[config.mk]
export PLATFORM = sky130hd
export DESIGN_NAME = mtrc_datapath
export DESIGN_NICKNAME = d
export VERILOG_FILES = /design/src/rtl/mtrc_pkg.sv /design/src/rtl/mtrc_datapath.sv
export SDC_FILE = /design/constraint.sdc
export NUM_CORES = 2
export LEC_CHECK = 0
export ABC_AREA = 1
export BUFFER_PORTS_ARGS = -buffer_cell sky130_fd_sc_hd__buf_4
export CAP_MARGIN = 20
export CORE_MARGIN = 5
export CORE_UTILIZATION = 40
export CTS_CLUSTER_DIAMETER = 80
export CTS_CLUSTER_SIZE = 8
export DETAILED_ROUTE_END_ITERATION = 10
export SETUP_SLACK_MARGIN = 0.1
export SYNTH_ARGS = -nofsm -noshare
export SYNTH_HDL_FRONTEND = slang
export SYNTH_SLANG_ARGS = --single-unit
[constraint.sdc]
create_clock -name clk -period 10.1 [get_ports clk]
set_clock_uncertainty 0.15 [all_clocks]
set_input_delay 0.505 -clock clk [delete_from_list [all_inputs] [get_ports clk]]
set_output_delay 0.505 -clock clk [all_outputs]
set_load 0.05 [all_outputs]
[src/rtl/mtrc_pkg.sv]
// Shared types and constants for the motor thermal RC model.
// Holds the configuration bundle, the sequencer micro-op encoding and its schedule.
// No dependencies.
package mtrc_pkg;

    localparam int REG_W      = 24;
    localparam int LIMIT_W    = 48;
    localparam int CFG_DATA_W = 48;
    localparam int CFG_IDX_W  = 3;
    localparam int INPUT_W    = 16;
    localparam int GAIN_SHIFT = 24;
    localparam int FLOW_SHIFT = 16;
    localparam int GEAR_SHIFT = 8;
    localparam int MB_W       = REG_W + 1;

    localparam int TEMP_RESET = 6400;

    localparam int STEP_W     = 4;
    localparam int STEP_COUNT = 16;
    localparam logic [STEP_W-1:0] LAST_STEP = STEP_W'(STEP_COUNT - 1);

    typedef struct packed {
        logic [REG_W-1:0]   ambient_temp;
        logic [REG_W-1:0]   wc_cond;
        logic [REG_W-1:0]   ca_cond;
        logic [REG_W-1:0]   ga_cond;
        logic [REG_W-1:0]   w_gain;
        logic [REG_W-1:0]   c_gain;
        logic [REG_W-1:0]   g_gain;
        logic [LIMIT_W-1:0] limits;
    } cfg_t;

    typedef enum logic [2:0] {
        MUL_NONE,
        MUL_WC,
        MUL_CA,
        MUL_GA,
        MUL_FS,
        MUL_LO,
        MUL_HI
    } mul_sel_t;

    typedef enum logic [2:0] {
        WR_NONE,
        WR_WC,
        WR_CA,
        WR_GA,
        WR_GH,
        WR_ACCLO,
        WR_ACCHI,
        WR_UPD
    } wr_sel_t;

    typedef enum logic [1:0] {
        NODE_W,
        NODE_C,
        NODE_G
    } node_t;

    typedef struct packed {
        mul_sel_t mul;
        wr_sel_t  wr;
        node_t    node;
    } uop_t;

    typedef struct packed {
        logic capture;
        logic load_out;
        uop_t op;
    } dp_cmd_t;

    localparam uop_t UOP_NOP = '{mul: MUL_NONE, wr: WR_NONE, node: NODE_W};

    // Sequencer schedule: flows first, then gain multiply in two halves per node.
    function automatic uop_t step_uop(input logic [STEP_W-1:0] step);
        uop_t u;
        u = UOP_NOP;
        unique case (step)
            4'd0:    u = '{mul: MUL_WC,   wr: WR_NONE,  node: NODE_W};
            4'd1:    u = '{mul: MUL_CA,   wr: WR_WC,    node: NODE_W};
            4'd2:    u = '{mul: MUL_GA,   wr: WR_CA,    node: NODE_W};
            4'd3:    u = '{mul: MUL_FS,   wr: WR_GA,    node: NODE_W};
            4'd4:    u = '{mul: MUL_LO,   wr: WR_GH,    node: NODE_W};
            4'd5:    u = '{mul: MUL_HI,   wr: WR_ACCLO, node: NODE_W};
            4'd6:    u = '{mul: MUL_NONE, wr: WR_ACCHI, node: NODE_W};
            4'd7:    u = '{mul: MUL_NONE, wr: WR_UPD,   node: NODE_W};
            4'd8:    u = '{mul: MUL_LO,   wr: WR_NONE,  node: NODE_C};
            4'd9:    u = '{mul: MUL_HI,   wr: WR_ACCLO, node: NODE_C};
            4'd10:   u = '{mul: MUL_NONE, wr: WR_ACCHI, node: NODE_C};
            4'd11:   u = '{mul: MUL_NONE, wr: WR_UPD,   node: NODE_C};
            4'd12:   u = '{mul: MUL_LO,   wr: WR_NONE,  node: NODE_G};
            4'd13:   u = '{mul: MUL_HI,   wr: WR_ACCLO, node: NODE_G};
            4'd14:   u = '{mul: MUL_NONE, wr: WR_ACCHI, node: NODE_G};
            4'd15:   u = '{mul: MUL_NONE, wr: WR_UPD,   node: NODE_G};
            default: u = UOP_NOP;
        endcase
        return u;
    endfunction

endpackage

[src/rtl/mtrc_datapath.sv]
// Datapath of the motor thermal RC model: node temperatures, one shared multiplier,
// flow and accumulator registers, saturation and output register. Uses mtrc_pkg.
module mtrc_datapath #(
    parameter int TEMP_BITS = 24
) (
    input  logic                          clk,
    input  logic                          rst_n,
    input  mtrc_pkg::dp_cmd_t             cmd,
    input  mtrc_pkg::cfg_t                cfg,
    input  logic [23:0]                   winding_power,
    input  logic signed [15:0]            gear_friction,
    input  logic signed [15:0]            gear_speed,
    input  logic                          force_winding_hot,
    input  logic                          force_case_hot,
    output logic signed [TEMP_BITS-1:0]   winding_temp_out,
    output logic signed [TEMP_BITS-1:0]   case_temp_out,
    output logic signed [TEMP_BITS-1:0]   gear_temp_out,
    output logic                          winding_hot,
    output logic                          case_hot,
    output logic                          gear_hot
);

    localparam int EXT_W   = (TEMP_BITS > mtrc_pkg::REG_W) ? TEMP_BITS : mtrc_pkg::REG_W;
    localparam int DIFF_W  = EXT_W + 1;
    localparam int FLOW_W  = DIFF_W + mtrc_pkg::REG_W - mtrc_pkg::FLOW_SHIFT;
    localparam int NET_W   = FLOW_W + 1;
    localparam int HALF_W  = (NET_W + 1) / 2;
    localparam int MA_W    = (DIFF_W > HALF_W + 1) ? DIFF_W : HALF_W + 1;
    localparam int PRD_W   = MA_W + mtrc_pkg::MB_W;
    localparam int ACC_W   = NET_W + mtrc_pkg::MB_W;
    localparam int DELTA_W = ACC_W - mtrc_pkg::GAIN_SHIFT;
    localparam int SUM_W   = DELTA_W + 1;
    localparam int CMP_W   = EXT_W + 2;

    localparam logic signed [TEMP_BITS-1:0] T_MAX = {1'b0, {(TEMP_BITS-1){1'b1}}};
    localparam logic signed [TEMP_BITS-1:0] T_MIN = {1'b1, {(TEMP_BITS-1){1'b0}}};

    // Captured input item
    logic [23:0]                   power_reg;
    logic signed [15:0]            fric_reg;
    logic signed [15:0]            speed_reg;
    logic                          force_w_reg;
    logic                          force_c_reg;

    // Node state
    logic signed [TEMP_BITS-1:0]   winding_temp_reg;
    logic signed [TEMP_BITS-1:0]   case_temp_reg;
    logic signed [TEMP_BITS-1:0]   gear_temp_reg;

    // Intermediates
    logic signed [PRD_W-1:0]       prod_reg;
    logic signed [FLOW_W-1:0]      wc_reg;
    logic signed [FLOW_W-1:0]      ca_reg;
    logic signed [FLOW_W-1:0]      ga_reg;
    logic signed [FLOW_W-1:0]      gheat_reg;
    logic signed [ACC_W-1:0]       acc_reg;

    // Output register
    logic signed [TEMP_BITS-1:0]   winding_temp_out_reg;
    logic signed [TEMP_BITS-1:0]   case_temp_out_reg;
    logic signed [TEMP_BITS-1:0]   gear_temp_out_reg;
    logic                          winding_hot_reg;
    logic                          case_hot_reg;
    logic                          gear_hot_reg;

    logic signed [DIFF_W-1:0]      ambient_ext;
    logic signed [DIFF_W-1:0]      diff_wc, diff_ca, diff_ga;
    logic signed [NET_W-1:0]       power_ext;
    logic signed [NET_W-1:0]       net_sel;
    logic [mtrc_pkg::REG_W-1:0]    gain_sel;
    logic signed [TEMP_BITS-1:0]   temp_sel;
    logic signed [MA_W-1:0]        mul_a;
    logic signed [mtrc_pkg::MB_W-1:0] mul_b;
    logic signed [PRD_W-1:0]       mul_p;
    logic signed [PRD_W-1:0]       prod_shr;
    logic signed [PRD_W-1:0]       prod_abs;
    logic [PRD_W-1:0]              prod_abs_shr;
    logic signed [FLOW_W-1:0]      flow_val;
    logic signed [FLOW_W-1:0]      gheat_val;
    logic signed [ACC_W-1:0]       acc_hi_term;
    logic signed [ACC_W-1:0]       acc_shr;
    logic signed [DELTA_W-1:0]     delta;
    logic signed [SUM_W-1:0]       sum;
    logic [SUM_W-TEMP_BITS:0]      sum_top;
    logic signed [TEMP_BITS-1:0]   temp_new;
    logic signed [CMP_W-1:0]       lim_w, lim_c, lim_g;

    // Differences for the three conductance paths
    assign ambient_ext = DIFF_W'($signed(cfg.ambient_temp));
    assign diff_wc = DIFF_W'(winding_temp_reg) - DIFF_W'(case_temp_reg);
    assign diff_ca = DIFF_W'(case_temp_reg) - ambient_ext;
    assign diff_ga = DIFF_W'(gear_temp_reg) - ambient_ext;

    assign power_ext = $signed({{(NET_W-24){1'b0}}, power_reg});

    always_comb
    begin
        net_sel  = '0;
        gain_sel = cfg.w_gain;
        temp_sel = winding_temp_reg;
        case (cmd.op.node)
            mtrc_pkg::NODE_W:
            begin
                net_sel  = power_ext - NET_W'(wc_reg);
                gain_sel = cfg.w_gain;
                temp_sel = winding_temp_reg;
            end
            mtrc_pkg::NODE_C:
            begin
                net_sel  = NET_W'(wc_reg) - NET_W'(ca_reg);
                gain_sel = cfg.c_gain;
                temp_sel = case_temp_reg;
            end
            mtrc_pkg::NODE_G:
            begin
                net_sel  = NET_W'(gheat_reg) - NET_W'(ga_reg);
                gain_sel = cfg.g_gain;
                temp_sel = gear_temp_reg;
            end
            default:
            begin
                net_sel  = '0;
                gain_sel = cfg.w_gain;
                temp_sel = winding_temp_reg;
            end
        endcase
    end

    // Shared multiplier operand select
    always_comb
    begin
        mul_a = '0;
        mul_b = '0;
        case (cmd.op.mul)
            mtrc_pkg::MUL_WC:
            begin
                mul_a = MA_W'(diff_wc);
                mul_b = $signed({1'b0, cfg.wc_cond});
            end
            mtrc_pkg::MUL_CA:
            begin
                mul_a = MA_W'(diff_ca);
                mul_b = $signed({1'b0, cfg.ca_cond});
            end
            mtrc_pkg::MUL_GA:
            begin
                mul_a = MA_W'(diff_ga);
                mul_b = $signed({1'b0, cfg.ga_cond});
            end
            mtrc_pkg::MUL_FS:
            begin
                mul_a = MA_W'(fric_reg);
                mul_b = mtrc_pkg::MB_W'(speed_reg);
            end
            mtrc_pkg::MUL_LO:
            begin
                mul_a = $signed({{(MA_W-HALF_W){1'b0}}, net_sel[HALF_W-1:0]});
                mul_b = $signed({1'b0, gain_sel});
            end
            mtrc_pkg::MUL_HI:
            begin
                mul_a = MA_W'($signed(net_sel[NET_W-1:HALF_W]));
                mul_b = $signed({1'b0, gain_sel});
            end
            default:
            begin
                mul_a = '0;
                mul_b = '0;
            end
        endcase
    end

    assign mul_p = mul_a * mul_b;

    // Flow = floor(product / 2^16); gear heat = |friction * speed| / 2^8
    assign prod_shr     = prod_reg >>> mtrc_pkg::FLOW_SHIFT;
    assign flow_val     = prod_shr[FLOW_W-1:0];
    assign prod_abs     = prod_reg[PRD_W-1] ? -prod_reg : prod_reg;
    assign prod_abs_shr = prod_abs >> mtrc_pkg::GEAR_SHIFT;
    assign gheat_val    = $signed(prod_abs_shr[FLOW_W-1:0]);

    // Step change = floor(net * gain / 2^24), then saturate
    assign acc_hi_term = ACC_W'(prod_reg) <<< HALF_W;
    assign acc_shr     = acc_reg >>> mtrc_pkg::GAIN_SHIFT;
    assign delta       = acc_shr[DELTA_W-1:0];
    assign sum         = SUM_W'(temp_sel) + SUM_W'(delta);
    assign sum_top     = sum[SUM_W-1:TEMP_BITS-1];

    always_comb
    begin
        if ((&sum_top) || !(|sum_top))
        begin
            temp_new = sum[TEMP_BITS-1:0];
        end
        else if (sum[SUM_W-1])
        begin
            temp_new = T_MIN;
        end
        else
        begin
            temp_new = T_MAX;
        end
    end

    always_ff @(posedge clk)
    begin
        prod_reg <= mul_p;
        if (cmd.capture)
        begin
            power_reg   <= winding_power;
            fric_reg    <= gear_friction;
            speed_reg   <= gear_speed;
            force_w_reg <= force_winding_hot;
            force_c_reg <= force_case_hot;
        end
        case (cmd.op.wr)
            mtrc_pkg::WR_WC:    wc_reg    <= flow_val;
            mtrc_pkg::WR_CA:    ca_reg    <= flow_val;
            mtrc_pkg::WR_GA:    ga_reg    <= flow_val;
            mtrc_pkg::WR_GH:    gheat_reg <= gheat_val;
            mtrc_pkg::WR_ACCLO: acc_reg   <= ACC_W'(prod_reg);
            mtrc_pkg::WR_ACCHI: acc_reg   <= acc_reg + acc_hi_term;
            default:            acc_reg   <= acc_reg;
        endcase
    end

    always_ff @(posedge clk or negedge rst_n)
    begin
        if (!rst_n)
        begin
            winding_temp_reg <= TEMP_BITS'(mtrc_pkg::TEMP_RESET);
            case_temp_reg    <= TEMP_BITS'(mtrc_pkg::TEMP_RESET);
            gear_temp_reg    <= TEMP_BITS'(mtrc_pkg::TEMP_RESET);
        end
        else if (cmd.op.wr == mtrc_pkg::WR_UPD)
        begin
            case (cmd.op.node)
                mtrc_pkg::NODE_W: winding_temp_reg <= temp_new;
                mtrc_pkg::NODE_C: case_temp_reg    <= temp_new;
                mtrc_pkg::NODE_G: gear_temp_reg    <= temp_new;
                default:          gear_temp_reg    <= gear_temp_reg;
            endcase
        end
    end

    // Limits in whole degrees, compared as Q.8
    assign lim_w = $signed({{(CMP_W-24){1'b0}}, cfg.limits[15:0], 8'h00});
    assign lim_c = $signed({{(CMP_W-24){1'b0}}, cfg.limits[31:16], 8'h00});
    assign lim_g = $signed({{(CMP_W-24){1'b0}}, cfg.limits[47:32], 8'h00});

    always_ff @(posedge clk)
    begin
        if (cmd.load_out)
        begin
            winding_temp_out_reg <= winding_temp_reg;
            case_temp_out_reg    <= case_temp_reg;
            gear_temp_out_reg    <= gear_temp_reg;
            winding_hot_reg      <= (CMP_W'(winding_temp_reg) > lim_w) || force_w_reg;
            case_hot_reg         <= (CMP_W'(case_temp_reg) > lim_c) || force_c_reg;
            gear_hot_reg         <= (CMP_W'(gear_temp_reg) > lim_g);
        end
    end

    assign winding_temp_out = winding_temp_out_reg;
    assign case_temp_out    = case_temp_out_reg;
    assign gear_temp_out    = gear_temp_out_reg;
    assign winding_hot      = winding_hot_reg;
    assign case_hot         = case_hot_reg;
    assign gear_hot         = gear_hot_reg;

endmodule

==> metrics.md <==
| Metric | Value |
|---|---|
| Outcome | `finished, final reports clean` |
| Ys flop type | `edfxtp_1` |
| Sequential area share after synthesis | `0.213` |
| CTS max path bufs | `3` |
| Yosys reg bits | `429` |
| # DRC | `0` |
| Worst flop-to-flop path endpoint | `prod_reg[42]` |
| # setup viols final | `0` |
| Final GP Congestion | `1.00` |
| Critical path capture point type | `register` |
| Flip-flop count of the largest register after layout | `50` |
| Hold WC Path Type | `primary input to register` |
| Worst slew pin tran | `1.04 ns` |
| Rows | `137` |
| CTS tree | `built` |
| Die Area | `149000 um2` |
| Total CTS buffers | `61` |
| Share of layout cells above drive strength 1 | `0.107` |
| Insertion delay to the later sink of the worst-skew pair | `0.66 ns` |
| Hold Path End | `ga_reg[4]` |
| HP Start | `cmd[4]` |
| Cells on worst reg2reg path | `37` |
| I/O pin count | `361` |
| Initial antenna violation count | `16` |
| # port buffers | `360` |
| Crit path max fanout | `9` |
| CTS Sinks | `429` |
| ANT nets after route | `0` |
| First-pass GRT wire length | `326 mm` |
| Routed WL | `225 mm` |
| WP data required | `10.50 ns` |
| Vias | `51466` |
| Worst Path Arrival | `10.04 ns` |
| Hold violation count in the final report | `0` |
| Drt wl/cell | `23.1 um` |
| Syn Std Cell Area | `56400 um2` |
| Slew headroom | `0.301` |
| Max-cap viol count | `0` |
| Pin count of the biggest net entering global routing | `76` |
| First drt pass iteration count | `6` |
| Syn avg cell area | `7.76 um2` |
| Fin. max-slew vios | `0` |
| Synth Warn # | `0` |
| Gr usage total | `0.296` |
| Critical Path Source Type | `register` |
| Synthesized instance count | `7263` |
| Slowest-stage cell, CP | `fa_1` |
| Filler instances | `14116` |
| Detailed placement HPWL | `188 mm` |
| Post-synth EDFFs | `307` |
| DIE WIDTH | `385 um` |
| Initial Utilization | `0.403` |
| Unrepaired setup endpoints after global routing | `false` |
| Area growth syn-to-layout | `15.0%` |
| Netlist cell types | `71` |
| Fmax achieved | `104 MHz` |
| Via-per-instance ratio | `5.30` |
| Post-Syn Nets | `8624` |
| R2R setup slack | `0.46 ns` |
| CTS H-tree lvls | `2` |
| Worst R2R Start | `wc_reg[1]` |
| Critical path class | `register to register` |
| Synth async-reset ratio | `0.168` |
| Starting DRT DRC Count | `4538` |
| Layout net count | `9135` |
| Worst path most repeated cell | `fa_1` |
| Final period demand of the worst path | `9.64 ns` |
| Core area | `140000 um2` |
| Final Cycle Share | `0.954` |
| Setup TNS | `0 ns` |
| CP peak stage delay | `0.52 ns` |
| Hold path cells | `2` |
| Worst-path clk slew | `0.06 ns` |
| GRT overflow | `0` |
| Number of global-route vias before repair | `50800` |
| Chip Height | `385 um` |
| Root Buffer | `clkbuf_16` |
[placed cells by master (no fill, tap or decap), types with 63 or more instances in the layout]
master,netlist,routed
a21oi_1,503,500
o21ai_0,309,309
nand3_1,259,256
xor2_1,98,98
dfrtp_1,63,63
edfxtp_1,307,307
inv_1,1511,1511
fa_1,666,666
nor2_1,520,515
ha_1,409,406
buf_4,7,560
nand2_1,1693,1689
[metal layers]
layer  up-vias  GRT usage  part of all wire
li1      23860          -                 -
met1     24976      0.382              0.40
met2      2193      0.482              0.46
met3       437     0.0562             0.085
met4         0      0.134             0.056
met5         -          0                 0
[worst max path at each step]
stage	start	end	slack, ns
floorplan	cmd[6]	prod_reg[49]	0.51
global placement	cmd[6]	prod_reg[42]	0.1
detailed placement	cmd[6]	prod_reg[41]	0.06
CTS	wc_reg[0]	prod_reg[41]	0.24
global route	wc_reg[0]	prod_reg[42]	0.1
finish	wc_reg[1]	prod_reg[42]	0.46
[critical path: cells and delay by family, from the launching register on]
kind                       cells  cell delay (ns)
xor gates and xnor gates       1             0.25
AOI/OAI and AO/OA              5             1.44
and+or+nand+nor               15             2.22
DFF                            1             0.46
adders and majority gates      9             4.10
buffers and inverters          7             0.87
[cell type report]
| cell class | instances | area, um2 | share of cell area |
|---|---|---|---|
| Inverter | 1552 | 5830 | 0.0900 |
| Clock inverter | 4 | 36.3 | 0.000560 |
| Multi-Input combinational cell | 5101 | 37800 | 0.584 |
| Sequential cell | 429 | 12000 | 0.186 |
| Tap cell | 1876 | 2350 | 0.0362 |
| Timing Repair Buffer | 629 | 4980 | 0.0768 |
| Antenna cell | 8 | 20.0 | 0.000309 |
| Clock buffer | 110 | 1740 | 0.0269 |
[timing repair]
action	in CTS	in global routing
resized for setup	0	23
buffers inserted	0	3
hold buffers	60	0
endpoints found under the hold margin	130	0
setup endpoints to repair	0	16
[kinds of logic (layout without fill, tap and decap cells)]
family / Yosys count / count (layout) / synth area share
and+or+nand+nor: 2764 / 2764 / 0.205
buffers and inverters: 1733 / 2295 / 0.118
AOI/OAI and AO/OA: 1117 / 1117 / 0.113
adders and majority gates: 1075 / 1075 / 0.327
DFF: 429 / 429 / 0.213
xor gates and xnor gates: 144 / 144 / 0.0224
muxes: 1 / 1 / 0.000178
other: 0 / 8 / 0
[per-stage QoR]
step / instances / utilization / cell area (um2) / setup WS, ns / hold WS, ns
2_1_floorplan: 7263 / - / 56400 / 0.514 / 0.0594
3_3_place_gp: 9523 / 0.446 / 62300 / 0.0993 / 0.315
3_5_place_dp: 9523 / 0.446 / 62300 / 0.0628 / 0.313
4_1_cts: 9697 / 0.463 / 64600 / 0.240 / 0.222
5_1_grt: 9709 / 0.464 / 64800 / 0.0998 / 0.0689
6_report: 9709 / 0.464 / 64800 / 0.461 / 0.0781
[synth_stat cells (33+ instances only)]
master | instances | area (um2)
buf_2 | 85 | 425
clkbuf_1 | 76 | 285
a21oi_1 | 503 | 2520
fa_1 | 666 | 13300
nand4_1 | 44 | 275
inv_2 | 33 | 124
o21ai_0 | 309 | 1550
a21o_1 | 44 | 330
nor2_1 | 520 | 1950
dfxtp_1 | 50 | 1000
edfxtp_1 | 307 | 9220
nand2_2 | 50 | 313
nor3_1 | 52 | 260
ha_1 | 409 | 5120
inv_1 | 1511 | 5670
nand3_1 | 259 | 1300
nand2_1 | 1693 | 6350
xor2_1 | 98 | 858
dfrtp_1 | 63 | 1580
xnor2_1 | 46 | 403
a31oi_1 | 42 | 263
Power is not shown: default switching activity piles up to over one toggle a cycle in this logic, so the estimate is an artifact.
